==> src/design/lbpg_pkg.sv <==
// shared types, codes and timing constants for the led and buzzer annunciator
`timescale 1ns / 1ps
`default_nettype none
package lbpg_pkg;

  localparam int COUNT_BITS = 16;
  localparam int IN_DATA_W  = 8;
  localparam int OUT_DATA_W = 8;

  // func codes
  localparam logic [1:0] FUNC_TICK   = 2'd0;
  localparam logic [1:0] FUNC_UPDATE = 2'd1;
  localparam logic [1:0] FUNC_MODE   = 2'd2;

  // system modes
  localparam logic [2:0] MODE_READY   = 3'd0;
  localparam logic [2:0] MODE_NORMAL  = 3'd1;
  localparam logic [2:0] MODE_WARNING = 3'd2;
  localparam logic [2:0] MODE_OK      = 3'd3;
  localparam logic [2:0] MODE_KEY     = 3'd4;

  // millisecond thresholds
  localparam logic [COUNT_BITS-1:0] CNT_ONE  = COUNT_BITS'(1);
  localparam logic [COUNT_BITS-1:0] CNT_MAX  = {COUNT_BITS{1'b1}};
  localparam logic [COUNT_BITS-1:0] T_50     = COUNT_BITS'(50);
  localparam logic [COUNT_BITS-1:0] T_100    = COUNT_BITS'(100);
  localparam logic [COUNT_BITS-1:0] T_150    = COUNT_BITS'(150);
  localparam logic [COUNT_BITS-1:0] T_200    = COUNT_BITS'(200);
  localparam logic [COUNT_BITS-1:0] T_250    = COUNT_BITS'(250);
  localparam logic [COUNT_BITS-1:0] T_300    = COUNT_BITS'(300);
  localparam logic [COUNT_BITS-1:0] T_400    = COUNT_BITS'(400);
  localparam logic [COUNT_BITS-1:0] T_500    = COUNT_BITS'(500);
  localparam logic [COUNT_BITS-1:0] T_600    = COUNT_BITS'(600);
  localparam logic [COUNT_BITS-1:0] T_800    = COUNT_BITS'(800);
  localparam logic [COUNT_BITS-1:0] T_1000   = COUNT_BITS'(1000);
  localparam logic [COUNT_BITS-1:0] T_3000   = COUNT_BITS'(3000);

  typedef struct packed {
    logic [2:0]            mode;
    logic [COUNT_BITS-1:0] beep;
    logic [COUNT_BITS-1:0] light;
    logic                  buzzer;
    logic                  led_one;
    logic                  led_two;
  } state_t;

endpackage
`default_nettype wire

==> src/design/lbpg_step.sv <==
// next-state logic for one word: tick, pattern update or mode write
`timescale 1ns / 1ps
`default_nettype none
module lbpg_step (
  input  wire logic [1:0]      func,
  input  wire logic [2:0]      new_mode,
  input  wire lbpg_pkg::state_t cur,
  output lbpg_pkg::state_t     nxt
);

  always_comb begin
    nxt = cur;
    case (func)
      lbpg_pkg::FUNC_TICK: begin
        if (cur.beep != lbpg_pkg::CNT_MAX) begin
          nxt.beep = cur.beep + lbpg_pkg::CNT_ONE;
        end
        if (cur.light != lbpg_pkg::CNT_MAX) begin
          nxt.light = cur.light + lbpg_pkg::CNT_ONE;
        end
      end
      lbpg_pkg::FUNC_UPDATE: begin
        // led pattern
        if (cur.mode == lbpg_pkg::MODE_WARNING) begin
          if (cur.light < lbpg_pkg::T_200) begin
            nxt.led_one = 1'b1;
            nxt.led_two = 1'b0;
          end else if (cur.light < lbpg_pkg::T_400) begin
            nxt.led_one = 1'b0;
            nxt.led_two = 1'b1;
          end
          if (cur.light > lbpg_pkg::T_400) begin
            nxt.light = '0;
          end
        end else if (cur.mode == lbpg_pkg::MODE_OK) begin
          // on in even 50 ms slots
          if (cur.light < lbpg_pkg::T_300) begin
            nxt.led_one = (cur.light < lbpg_pkg::T_50) ||
                          (cur.light >= lbpg_pkg::T_100 && cur.light < lbpg_pkg::T_150) ||
                          (cur.light >= lbpg_pkg::T_200 && cur.light < lbpg_pkg::T_250);
          end
          if (cur.light > lbpg_pkg::T_300) begin
            nxt.light = '0;
          end
        end else begin
          if (cur.light < lbpg_pkg::T_200) begin
            nxt.led_one = 1'b1;
            nxt.led_two = 1'b0;
          end else if (cur.light < lbpg_pkg::T_3000) begin
            nxt.led_one = 1'b0;
            nxt.led_two = 1'b0;
          end
          if (cur.light > lbpg_pkg::T_3000) begin
            nxt.light = '0;
          end
        end
        // buzzer pattern
        if (cur.mode inside {lbpg_pkg::MODE_READY, lbpg_pkg::MODE_OK}) begin
          // on in even 100 ms slots
          if (cur.beep < lbpg_pkg::T_600) begin
            nxt.buzzer = (cur.beep < lbpg_pkg::T_100) ||
                         (cur.beep >= lbpg_pkg::T_200 && cur.beep < lbpg_pkg::T_300) ||
                         (cur.beep >= lbpg_pkg::T_400 && cur.beep < lbpg_pkg::T_500);
          end
          if (cur.beep > lbpg_pkg::T_600) begin
            nxt.mode = lbpg_pkg::MODE_NORMAL;
          end
        end else if (cur.mode == lbpg_pkg::MODE_WARNING) begin
          if (cur.beep < lbpg_pkg::T_800) begin
            nxt.buzzer = 1'b1;
          end else if (cur.beep < lbpg_pkg::T_1000) begin
            nxt.buzzer = 1'b0;
          end
          if (cur.beep > lbpg_pkg::T_1000) begin
            nxt.mode = lbpg_pkg::MODE_NORMAL;
          end
        end else if (cur.mode == lbpg_pkg::MODE_KEY) begin
          if (cur.beep < lbpg_pkg::T_50) begin
            nxt.buzzer = 1'b1;
          end else if (cur.beep < lbpg_pkg::T_100) begin
            nxt.buzzer = 1'b0;
          end
          if (cur.beep > lbpg_pkg::T_100) begin
            nxt.mode = lbpg_pkg::MODE_NORMAL;
          end
        end else begin
          nxt.buzzer = 1'b0;
          nxt.beep   = '0;
        end
      end
      lbpg_pkg::FUNC_MODE: begin
        if (new_mode <= lbpg_pkg::MODE_KEY) begin
          nxt.mode = new_mode;
        end
      end
      default: begin
      end
    endcase
  end

endmodule
`default_nettype wire

==> src/design/led_buzzer_pattern_generator.sv <==
// top level of the led and buzzer annunciator
// usage:
//   in channel: one word per event, func in bits 1:0 (tick, pattern update,
//   mode write), new_mode in bits 4:2 (used by mode writes only)
//   out channel: one word for every input word, giving the buzzer and led
//   drive levels and the system mode after that event
//   a result is registered and presented in the cycle after its word is accepted
//   throughput: one word per cycle while the receiver takes each result; the
//   single next-state stage and the result register set this figure
//   a result waiting in the output register does not block the input as long
//   as the receiver takes it in the same cycle; if the receiver stalls,
//   in_tready drops until the held result is taken
//   reset: synchronous, active low; mode returns to normal, both millisecond
//   counters clear, buzzer and leds off, output register empty
`timescale 1ns / 1ps
`default_nettype none
module led_buzzer_pattern_generator (
  input  wire logic                            clk,
  input  wire logic                            rst_n,
  input  wire logic                            in_tvalid,
  output logic                                 in_tready,
  input  wire logic [lbpg_pkg::IN_DATA_W-1:0]  in_tdata,   // func[1:0], new_mode[4:2]
  output logic                                 out_tvalid,
  input  wire logic                            out_tready,
  output logic [lbpg_pkg::OUT_DATA_W-1:0]      out_tdata   // buzzer_on, led_one_on, led_two_on, mode_now[5:3]
);

  lbpg_pkg::state_t                  state_r;
  lbpg_pkg::state_t                  state_nxt;
  logic                              out_valid_r;
  logic                              out_valid_nxt;
  logic [lbpg_pkg::OUT_DATA_W-1:0]   out_data_r;
  logic [lbpg_pkg::OUT_DATA_W-1:0]   out_data_nxt;
  logic                              in_accept;

  lbpg_step u_step (
    .func     (in_tdata[1:0]),
    .new_mode (in_tdata[4:2]),
    .cur      (state_r),
    .nxt      (state_nxt)
  );

  assign in_tready  = !out_valid_r || out_tready;
  assign in_accept  = in_tvalid && in_tready;
  assign out_tvalid = out_valid_r;
  assign out_tdata  = out_data_r;

  always_comb begin
    out_valid_nxt = out_valid_r;
    out_data_nxt  = out_data_r;
    if (in_accept) begin
      out_valid_nxt = 1'b1;
      out_data_nxt  = {2'b00, state_nxt.mode, state_nxt.led_two,
                       state_nxt.led_one, state_nxt.buzzer};
    end else if (out_tready) begin
      out_valid_nxt = 1'b0;
    end
  end

  always_ff @(posedge clk) begin
    if (!rst_n) begin
      state_r.mode    <= lbpg_pkg::MODE_NORMAL;
      state_r.beep    <= '0;
      state_r.light   <= '0;
      state_r.buzzer  <= 1'b0;
      state_r.led_one <= 1'b0;
      state_r.led_two <= 1'b0;
      out_valid_r     <= 1'b0;
    end else begin
      if (in_accept) begin
        state_r <= state_nxt;
      end
      out_valid_r <= out_valid_nxt;
    end
  end

  always_ff @(posedge clk) begin
    out_data_r <= out_data_nxt;
  end

`ifndef SYNTHESIS
  // mode register only ever holds a defined mode
  assert property (@(posedge clk) disable iff (!rst_n)
    state_r.mode <= lbpg_pkg::MODE_KEY)
    else $error("system mode out of range");

  // every accepted word yields a result next cycle
  assert property (@(posedge clk) disable iff (!rst_n)
    in_accept |=> out_valid_r)
    else $error("accepted word produced no result");

  // a valid mode write shows up in the result
  assert property (@(posedge clk) disable iff (!rst_n)
    (in_accept && in_tdata[1:0] == lbpg_pkg::FUNC_MODE &&
     in_tdata[4:2] <= lbpg_pkg::MODE_KEY)
    |=> out_data_r[5:3] == $past(in_tdata[4:2]))
    else $error("mode write not reflected");

  // the beep counter saturates and never wraps on a tick
  assert property (@(posedge clk) disable iff (!rst_n)
    (in_accept && in_tdata[1:0] == lbpg_pkg::FUNC_TICK &&
     state_r.beep == lbpg_pkg::CNT_MAX)
    |=> state_r.beep == lbpg_pkg::CNT_MAX)
    else $error("beep counter wrapped");
`endif

endmodule
`default_nettype wire

==> config.mk <==
export PLATFORM = sky130hd
export DESIGN_NAME = led_buzzer_pattern_generator
export DESIGN_NICKNAME = d
export VERILOG_FILES = /design/src/design/lbpg_pkg.sv /design/src/design/lbpg_step.sv /design/src/design/led_buzzer_pattern_generator.sv
export SDC_FILE = /design/constraint.sdc
export NUM_CORES = 1
export LEC_CHECK = 0
export BUFFER_PORTS_ARGS = -buffer_cell sky130_fd_sc_hd__buf_2
export CAP_MARGIN = 20
export CORE_ASPECT_RATIO = 1.2
export CORE_MARGIN = 2
export CORE_UTILIZATION = 55
export DETAILED_ROUTE_END_ITERATION = 7
export HOLD_SLACK_MARGIN = 0.06
export PLACE_DENSITY = 0.79
export SLEW_MARGIN = 0
export SYNTH_ARGS = -nofsm -noshare
export SYNTH_HDL_FRONTEND = slang
export SYNTH_SLANG_ARGS = --single-unit
==> constraint.sdc <==
create_clock -name clk -period 2.5 [get_ports clk]
set_clock_uncertainty 0.2 [all_clocks]
set_input_delay 0.125 -clock clk [delete_from_list [all_inputs] [get_ports clk]]
set_output_delay 0.125 -clock clk [all_outputs]
set_load 0.01 [all_outputs]
### Word-level counts from Yosys, hierarchy flattened

Index checks and enable logic that the tools add are counted.

| cells by class | value |
|---|---|
| multiplexer cells | 38 |
| equal/unequal tests | 15 |
| multipliers | 0 |
| reduce and logical (&&, ||, !) cells | 18 |
| div/mod/pow operators | 0 |
| shift-type cells | 0 |
| add/subtract/negate cells | 2 |
| magnitude comparators | 25 |
| bitwise gates (word level) | 0 |

Operator list:

| cell | count |
|---|---|
| $mux 16 | 10 |
| $lt 16x9->1 const B | 4 |
| $pmux 32 s2 | 1 |
| $lt 16x10->1 const B | 3 |
| $lt 16x8->1 const B | 3 |
| $add 16x1->16 const B | 2 |
| $ge 16x8->1 const B | 2 |
| $gt 16x10->1 const B | 2 |
| $gt 16x9->1 const B | 2 |
| $lt 16x6->1 const B | 2 |
| $ne 16x16->1 const B | 2 |
| $mux 3 | 8 |
| $ge 16x7->1 const B | 1 |
| $ge 16x9->1 const B | 1 |
| $gt 16x12->1 const B | 1 |
| $gt 16x7->1 const B | 1 |
| $lt 16x12->1 const B | 1 |
| $lt 16x7->1 const B | 1 |
| $mux 1 | 13 |
| $reduce_and 6->1 | 2 |
| $mux 2 | 5 |
| $eq 3x2->1 const B | 2 |
| $ne 2x2->1 const B | 3 |
| $pmux 3 s2 | 1 |
| other kinds (14) | 25 |

| word-level totals | value |
|---|---|
| latch bits | 0 |
| RAM bits | 0 |
| memories kept | 0 |
| word-level logic and storage cells | 106 |
| flip-flop bits (word level) | 45 |
| bits in read-only memories | 0 |
| output and inout bits | 10 |

### Longest topological paths before layout

| depth | value |
|---|---|
| depth after elaboration | 8 |
| depth in mapped cells | 9 |
| gate-level depth less buffers | 8 |

### Modules after synthesis

A second synthesis with hierarchy kept.

| unflattened totals | value |
|---|---|
| cells, all modules | 521 |
| area, all modules | 3692.3 um2 |

Modules (own cells, without submodules):

| module | cells an instance | instances | area each (um2) |
|---|---|---|---|
| lbpg_step | 342 | 1 | 1938.1 |
| led_buzzer_pattern_generator | 179 | 1 | 1754.2 |

### Least setup slack after synthesis

Ideal clock, no wire load.

| timing path | value |
|---|---|
| kind | reg-to-reg |
| start point | register state_r[18] in the netlist's numbering |
| end point | register out_data_r (netlist bit out_tdata[2]), data pin |
| arrival | 1.975 ns |
| slack | 0.070 ns |
| path buffers | 0 |
| stages on the path, launching flop included | 7 |
| cells stage by stage | dfxtp_1 -> or4_4 -> or4_4 -> or3_1 -> o22ai_1 -> nand2_1 -> o21a_1 |

RTL lines:

| item | line | RTL |
|---|---|---|
| from (decl) | led_buzzer_pattern_generator.sv:28 | `lbpg_pkg::state_t state_r;` |
| from (signal assigned) | led_buzzer_pattern_generator.sv:71 | `state_r <= state_nxt;` |
| to (signal assigned) | led_buzzer_pattern_generator.sv:78 | `out_data_r <= out_data_nxt;` |
| to (decl) | led_buzzer_pattern_generator.sv:32 | `logic [lbpg_pkg::OUT_DATA_W-1:0] out_data_r;` |

### Worst setup path after layout

| timing path | value |
|---|---|
| start point | register state_r[18] in the netlist's numbering |
| end point | register state_r[8] in the netlist's numbering |

| on the way | value |
|---|---|
| cells in the longest elaborated chain, start to end | 3 |
| elaborated cells between the ends (all ways) | 9 |
| those cells by class | 3 x order compare; 5 x eq/ne; 1 x reduce/logical |

Ends and longest elaborated chain:

| item | line | RTL |
|---|---|---|
| $gt 16x9->1 (tied with other cells) | lbpg_step.sv:42 | `if (cur.light > lbpg_pkg::T_300) begin` |
| $ne 4x4->1 (no line) (tied with other cells) | n/a |  |
| $reduce_and 6->1 (no line) * | n/a |  |

Mark *: on every way between the ends. The rest lies on a longest branch, timed or not.
A chain may end at the register's enable or synchronous reset.

==> out/results.tsv <==
metric	value	unit
worst reg-to-reg setup slack	-0.03	ns
Final Non-Filler Cells	540	
largest net degree at the start of global routing	22	
Crit path arrival time	2.54	ns
max_cap viols	0	
Peak VDD IR	0.0003439	V
Skew-Pair Late Insertion Delay	0.31	ns
hold endpoint	state_r[37]$_SDFFE_PN0P_	
Leak Pwr	1.431	nW
R2R depth	6	
vias per cell	6.430	
post-synthesis sequential area ratio	29.65	%
DRT iter0 DRCs	471	
critical setup path kind	register to register	
GPL Wtd Cong	0.9142	
vias in the first global route	3084	
worst reg2reg startpoint	state_r[18]$_SDFFE_PN0P_	
Final TNS setup	-0.09544	ns
Post-Syn Instances	423	
unrepaired setup endpoints after global routing	yes	
layout cell share with drive strength beyond 1	19.13	%
first-pass GRT wire length	13990	um
DRC viols	0	
mapped cell area	3241	um2
Synth top area share	24.09	%
RR Endpoint	state_r[8]$_SDFFE_PN0P_	
#FFs+latches synth	45	
final period utilization	101.2	%
GRT Total Usage	27.05	%
Hold Crit Class	input pin to register	
IO buf count	16	
failing checks	setup timing	
clk sinks	45	
count of cell types in the netlist	72	
n_diodes	0	
dominant cell type by area after synthesis	dfxtp_1	
Main synth FF type	dfxtp_1	
Critical path origin	state_r[18]$_SDFFE_PN0P_	
endpoints failing hold	0	
Setup WS post-layout	-0.02894	ns
Hold Startpoint	in_tdata[3]	
antenna violations before repair	0	
DRT Pass-1 Iters	6	
Starting Density	57.17	%
Slew Limit Headroom	65.26	%
Vias	3472	
Routed Antenna Nets	0	
CTS buffer count	5	
CTS tree	yes	
Worst setup EP type	register	
Worst-path clk slew	0.09	ns
clock tree root driver cell	clkbuf_8	
startpoint types	register	
Core Region	5668	um2
Post-synth EDFFs	6	
Final min period	2.529	ns
critical-path maximum fanout	5	
Syn. warnings	0	
post-DP HPWL	5894	um
die width	74.07	um
synth top area cells	dfxtp_1 24%, edfxtp_1 5.6%, nor2_1 4.5%, o21ai_0 4.5%, nand2_1 4.2%	
I/O pins	22	
mean post-synth cell area	7.661	um2
Longest Clk Path Bufs	2	
area delta synth->final	17.30	%
power density over the cells	424.7	nW/um2
Final nets	478	
die area	6524	um2
Fmax achieved	395.4	MHz
Max Slew Vio Count	0	
drt wl/cell	16.29	um
Tightest Pin Transition	0.5079	ns
Max H-tree Level	2	
outcome	finished with violations	
hold depth	4	
Overflow after GRT	0	
DRT Wirelength	8797	um
Worst Path Required	2.51	ns
final hold slack	0.06490	ns
Inst Count DP	524	
Die Ht	88.09	um
Async SR Flop Fraction	0	%
row count	30	
final setup violating endpoints	6	
-- cells in the mapped netlist, types with 6 or more instances --
cell type and instances:
xor2_1 6, nand2_1 36, and3_1 7, or3_1 7
clkbuf_1 26, nor2_1 39, o21ai_0 29, o211ai_1 7
a21oi_1 21, dfxtp_1 39, edfxtp_1 6, nor3_1 10
nand3_1 15, a211oi_1 9, ha_1 7, nand4_1 12
inv_1 15, or4_1 6, nor4_1 8, a31oi_1 16
-- report_power, final --
part | internal (mW) | total, mW | switching, mW
Combinational | 0.0762 | 0.193 | 0.117
Clock | 0.397 | 0.665 | 0.268
Sequential | 0.747 | 0.756 | 0.00858
-- worst max path at each step --
stage | cells past startpoint | end | slack (ns)
6_report | 6 | state_r[8]$_SDFFE_PN0P_ | -0.03
5_1_grt | 7 | state_r[11]$_SDFFE_PN0P_ | -0.17
4_1_cts | 6 | state_r[14]$_SDFFE_PN0P_ | 0.007
3_5_place_dp | 6 | out_tdata[1]$_DFFE_PP_ | -0.008
3_3_place_gp | 6 | out_tdata[2]$_DFFE_PP_ | 0.03
2_1_floorplan | 6 | out_tdata[2]$_DFFE_PP_ | 0.07
-- layout make-up --
cell class	instances	area [um2]
Clock buffer	5	68.82
Clock inverter	3	65.06
Fill cell	486	1867
Inverter	17	63.81
Multi-Input combinational cell	330	2105
Sequential cell	45	963.4
Tap cell	80	100.1
Timing Repair Buffer	60	435.4
-- sequential cells by signal, summed over array words and instances (netlist names) --
register / cells
state_r: 38
out_tvalid: 1
out_tdata: 6
-- metrics by stage --
step | setup WS (ns) | power [mW] | utilization [%] | area (um2)
final | -0.02894 | 1.614 | 67.06 | 3801
after floorplan | 0.07039 | 0.8898 | - | 3244
after global routing | -0.1699 | 1.670 | 67.06 | 3801
after CTS | 0.006556 | 1.610 | 66.03 | 3742
after detailed placement | -0.007620 | 0.9470 | 62.58 | 3547
after global placement | 0.03140 | 0.9430 | 62.58 | 3547
-- placed cells by master, fill, tap and decap left out, drive strengths merged, types with 3 or more instances in the layout --
cell	count
nand2	37
o211ai	7
or2	5
edfxtp	6
and3	8
o22ai	5
a21oi	23
buf	55
nand3	15
nor2	39
nor3	10
nor4	8
a31oi	16
dfxtp	39
a211oi	9
nand4	12
dlygate4sd3	5
a311oi	3
clkinv	3
ha	7
nor2b	3
or4	8
o31ai	5
and2	7
inv	15
clkbuf	5
a21o	3
or3	8
xnor2	5
o21a	5
o311ai	5
nand2b	4
mux2i	3
and4	3
a22oi	3
o21ai	29
xor2	6
-- repair_timing --
item	4_1_cts	5_1_grt
setup endpoints to repair	3	22
gates cloned	0	1
resized for setup	3	9
pin swaps	1	7
endpoints found under the hold margin	3	0
hold buffers	5	0
setup buffers	0	2
-- kinds of logic after synthesis --
logic type | after synthesis | share of synthesized area (%)
and+or+nand+nor | 176 | 29.31
AOI/OAI and AO/OA | 130 | 27.57
buffers and inverters | 50 | 6.756
DFF | 45 | 29.65
xor gates and xnor gates | 11 | 2.973
adders and majority gates | 7 | 2.703
muxes | 3 | 0.9267
other | 1 | 0.1157
-- per-layer routing --
metal	GRT usage, %	vias up	wire length, um
li1	-	1653	-
met1	37.04	1604	3730
met2	42.86	192	4158
met3	5.293	23	742
met4	8.264	0	166
met5	0	-	0
-- worst max-delay path: stages, from the launching register on --
cell	delay (ns)
dfxtp_2	0.34
or4_4	0.55
or4_4	0.46
or3_4	0.43
nand2_8	0.11
a211oi_2	0.04
o31ai_1	0.29
(Power assumes the default switching activity.)
